<file path="src/hw/rtl/vna_pkg.sv">
// Shared types and constants for the vertex normal accumulator.
// No dependencies; imported by the normal store, index wrap and top level.
`timescale 1ns / 1ps

package vna_pkg;

  // Width of the raw index fields on the input channel.
  localparam int RAW_IDX_W = 10;
  // Width of the coordinate fields on the input channel (Q8.8).
  localparam int FIELD_CW  = 16;
  // Accumulator width (Q32.16).
  localparam int ACC_W     = 48;

  localparam logic [ACC_W-1:0] ACC_MAX = {1'b0, {(ACC_W-1){1'b1}}};
  localparam logic [ACC_W-1:0] ACC_MIN = {1'b1, {(ACC_W-1){1'b0}}};

  typedef struct packed {
    logic signed [ACC_W-1:0] x;
    logic signed [ACC_W-1:0] y;
    logic signed [ACC_W-1:0] z;
  } acc_vec_t;

  // Normal store request, one of the three at a time.
  typedef struct packed {
    logic rd_en;
    logic acc_en;
    logic clr_en;
  } nrm_req_t;

endpackage

</file>
<file path="src/hw/rtl/vna_wrap.sv">
// Reduces a raw 10-bit index modulo a store depth in two registered steps.
// Quotient by reciprocal multiply, then one correcting subtract. Uses vna_pkg.
`timescale 1ns / 1ps

module vna_wrap import vna_pkg::*; #(
  parameter int DEPTH = 1024
) (
  input  logic                     clk_i,
  input  logic                     en_i,
  input  logic [RAW_IDX_W-1:0]     raw_i,
  output logic [$clog2(DEPTH)-1:0] idx_o
);

  localparam int SHIFT = 20;
  localparam int RECIP = (1 << SHIFT) / DEPTH;
  localparam int RW    = $clog2(RECIP + 1);
  localparam int DW    = $clog2(DEPTH + 1);
  localparam int IDX_W = $clog2(DEPTH);
  localparam int PW    = RAW_IDX_W + RW;
  localparam int QW    = RAW_IDX_W + DW;

  logic [RAW_IDX_W-1:0] raw_q;
  logic [RAW_IDX_W-1:0] q_q;
  logic [IDX_W-1:0]     idx_q;

  logic [PW-1:0]        prod;
  logic [RAW_IDX_W-1:0] q_d;
  logic [QW-1:0]        qd;
  logic [RAW_IDX_W-1:0] rem;
  logic [RAW_IDX_W-1:0] rem_fin;

  // Floor reciprocal: estimate is the true quotient or one less.
  assign prod = PW'(raw_q) * PW'(RECIP);
  assign q_d  = RAW_IDX_W'(prod >> SHIFT);
  assign qd   = QW'(q_q) * QW'(DEPTH);
  assign rem  = raw_q - qd[RAW_IDX_W-1:0];

  always_comb begin
    rem_fin = rem;
    if (QW'(rem) >= QW'(DEPTH)) begin
      rem_fin = rem - RAW_IDX_W'(DEPTH);
    end
  end

  always_ff @(posedge clk_i) begin
    if (en_i) begin
      raw_q <= raw_i;
    end
    q_q   <= q_d;
    idx_q <= IDX_W'(rem_fin);
  end

  assign idx_o = idx_q;

endmodule

</file>
<file path="config.mk">
export PLATFORM = sky130hd
export DESIGN_NAME = vna_wrap
export DESIGN_NICKNAME = d
export VERILOG_FILES = /design/src/hw/rtl/vna_pkg.sv /design/src/hw/rtl/vna_wrap.sv
export SDC_FILE = /design/constraint.sdc
export NUM_CORES = 1
export LEC_CHECK = 0
export BUFFER_PORTS_ARGS = -buffer_cell sky130_fd_sc_hd__clkbuf_2
export CAP_MARGIN = 15
export CORE_AREA = 10 10 48 50
export DETAILED_ROUTE_END_ITERATION = 8
export DIE_AREA = 0 0 58 60
export GPL_TIMING_DRIVEN = 1
export PLACE_DENSITY_LB_ADDON = 0.1
export SLEW_MARGIN = 40
export SYNTH_ARGS = -nofsm -noshare
export SYNTH_HDL_FRONTEND = slang
export SYNTH_SLANG_ARGS = --single-unit
</file>
<file path="constraint.sdc">
create_clock -name clk_i -period 0.8 [get_ports clk_i]
set_clock_uncertainty 0.2 [all_clocks]
set_input_delay 0.08 -clock clk_i [delete_from_list [all_inputs] [get_ports clk_i]]
set_output_delay 0.08 -clock clk_i [all_outputs]
set_load 0.05 [all_outputs]
</file>
==> impl_metrics.py <==
metrics = {
    "critical_path": {
        "cp_top_family": "flip-flops",
        "slowest_stage": "dfxtp_2",
        "path_buf_inv": 1,
        "path_class": "reg2out",
        "critPathCaptureType": "output port",
        "cp_data_required_time_ns": 0.52,
        "cp_slowest_stage_delay_ns": 0.36,
        "path_cells": "buf_12",
        "cp-start-kind": "flip-flop",
        "path_max_fanout": 1,
        "crit_arrival_ns": 0.77,
    },
    "timing": {
        "worst_slack_ns": -0.251,
        "setup_violations": 10,
        "grt_setup_unrepaired": "yes",
        "finalMaxSlewViolations": 0,
        "tightest_slew_ns": 0.252,
        "slew_headroom_pct": 83.2,
        "finalCritPeriodShare_pct": 131,
        "fin_crit_ns": 1.05,
        "holdWs_ns": -0.236,
        "hold_viol_final": 16,
        "fmax_mhz": 952,
    },
    "run_status": {
        "violations": "negative hold slack, negative setup slack",
        "status": "finished with violations",
    },
    "routing": {
        "drt_iter0_drc": 9,
        "drt_wl_total_um": 818,
        "route.detailed.drc": 0,
        "detail-route-antenna-nets": 0,
        "num_vias": 253,
        "drt_first_pass_iters": 2,
        "avgViaCountPerCell": 4.15,
        "wl_per_cell_um": 13.4,
    },
    "grt": {
        "gr-total-overflow": 0,
        "grt_antenna_before_repair": 0,
        "track_usage_pct": 5.15,
        "grt_pass1_vias": 290,
        "grt_pass1_wl_um": 1330,
        "grt_start_max_net_pins": 12,
    },
    "place": {
        "gp_congestion": 0.572,
        "placed_cells": 57,
        "dp_slack_ns": -0.0445,
        "numPortBuffers": 21,
        "placed_cell_area_um2": 788,
    },
    "cells_and_area": {
        "multi_input_area_um2": 0,
        "num-multi-input-gates": 0,
        "num-nets-final": 58,
        "stdcell_area_um2": 815,
        "diodes": 0,
        "fillers": 115,
        "syn2layout_area_growth_pct": 62.7,
        "layoutNonFillerInstCount": 61,
        "layout-drive-gt1-share_pct": 75.6,
    },
    "clock_network": {
        "cts_setup_buffers": 0,
        "clk_pin_slew_worst_paths_ns": 0.10,
        "clock-sinks": 20,
        "cts_tree": "built",
        "clock_path_buffers": 2,
        "htree_levels": 1,
        "ctsResizeCount": 0,
        "cts-root-buf": "clkbuf_4",
        "cts_buffers": 3,
        "clock_latency_ns": 0.28,
    },
    "power": {
        "p_leak_nw": 0.337,
        "clkPwrFrac_pct": 22.6,
        "p_int_mw": 1.53,
        "p_sw_share_pct": 23.6,
        "switchingPower_mw": 0.472,
        "p_comb_share_pct": 17.0,
        "ir_drop_uv": 1260,
        "pwr-share-seq_pct": 60.4,
        "p_per_area_nw_per_um2": 2460,
    },
    "die": {
        "pin_count": 22,
        "dieHeight_um": 60,
        "initial_core_util_pct": 34.8,
        "core_um2": 1440,
        "rows": 14,
        "die_w_um": 58,
        "die_area_um2": 3480,
    },
    "yosys": {
        "synth_edf_count": 10,
        "ys_warn_count": 0,
        "ys_ff_latch": 20,
        "yosys.cell_types.count": 2,
        "syn-num-nets": 32,
        "synth_top_area_share_pct": 60.0,
        "ys.flop_type": "edfxtp_1",
        "synth_cells": 20,
        "synthTopCellsByCount": "dfxtp_1 (10), edfxtp_1 (10)",
        "synth_area_um2": 500,
        "async_flop_share_pct": 0,
        "avgSynthCellArea_um2": 25.0,
        "ys_seq_area_share_pct": 100,
        "synth_top_cell_by_area": "edfxtp_1",
        "synth_area_leaders": "edfxtp_1 (60%), dfxtp_1 (40%)",
    },
    "min_path": {
        "min_path_type": "in2reg",
    },
    "job": {
        "drv_cap": 0,
    },
}
-- worst paths after layout --
check             slack (ns)  depth (start not counted)  endpoint  startpoint
setup / recovery       -0.25                          1  idx_o[3]    idx_o[3]
hold / removal         -0.24                          1  raw_q[6]    raw_i[6]
setup reg to reg        0.11                          0  idx_o[0]    raw_q[0]
hold reg to reg         0.15                          0  idx_o[1]    raw_q[1]
-- per-stage QoR --
stage	setup TNS (ns)	util [%]	power (mW)
finish	-2.44	56.7	2.00
global route	-2.85	56.7	2.09
CTS	-2.60	56.7	2.03
detailed placement	-0.442	54.9	1.58
global placement	-0.338	54.9	1.57
floorplan	0	-	1.35
-- state kept, by name (all words and copies together), names as in the netlist --
signal,cells
idx_o,10
raw_q,10
-- cells in the final DEF, fill, tap and decap left out --
cell / count
clkbuf_4: 3
dfxtp_2: 10
edfxtp_1: 10
buf_12: 10
clkbuf_1: 1
clkbuf_2: 11
-- kinds of logic (layout without fill, tap and decap cells) --
kind of cell	after synthesis	count (layout)	synth area share (%)
flops	20	20	100
buf+inv	0	25	0
-- timing repair --
item / in CTS / in global routing
endpoints found under the setup margin: 10 / 10
hold endpoints to repair: 20 / 16
pin swaps: 0 / 0
-- cell type report --
cell class	count	area, µm²	area share, %
Timing Repair Buffer	21	255	31.3
Clock buffer	4	26.3	3.23
Tap cell	16	20.0	2.46
Sequential cell	20	513	63.0
-- power groups by stage --
stage               Combinational (mW)  Clock, mW  Sequential [mW]
floorplan                            0          0             1.35
global placement                 0.343          0             1.23
detailed placement               0.343          0             1.23
CTS                              0.343      0.479             1.21
global route                     0.350      0.523             1.22
finish                           0.339      0.453             1.21
-- layer usage --
metal / track usage [%] / wire, µm / vias up
met5: 0 / 0 / -
met4: 3.02 / 0 / 0
met3: 3.39 / 78 / 0
met2: 8.13 / 433 / 12
met1: 4.96 / 307 / 120
li1: - / - / 121
(Power assumes the default switching activity.)
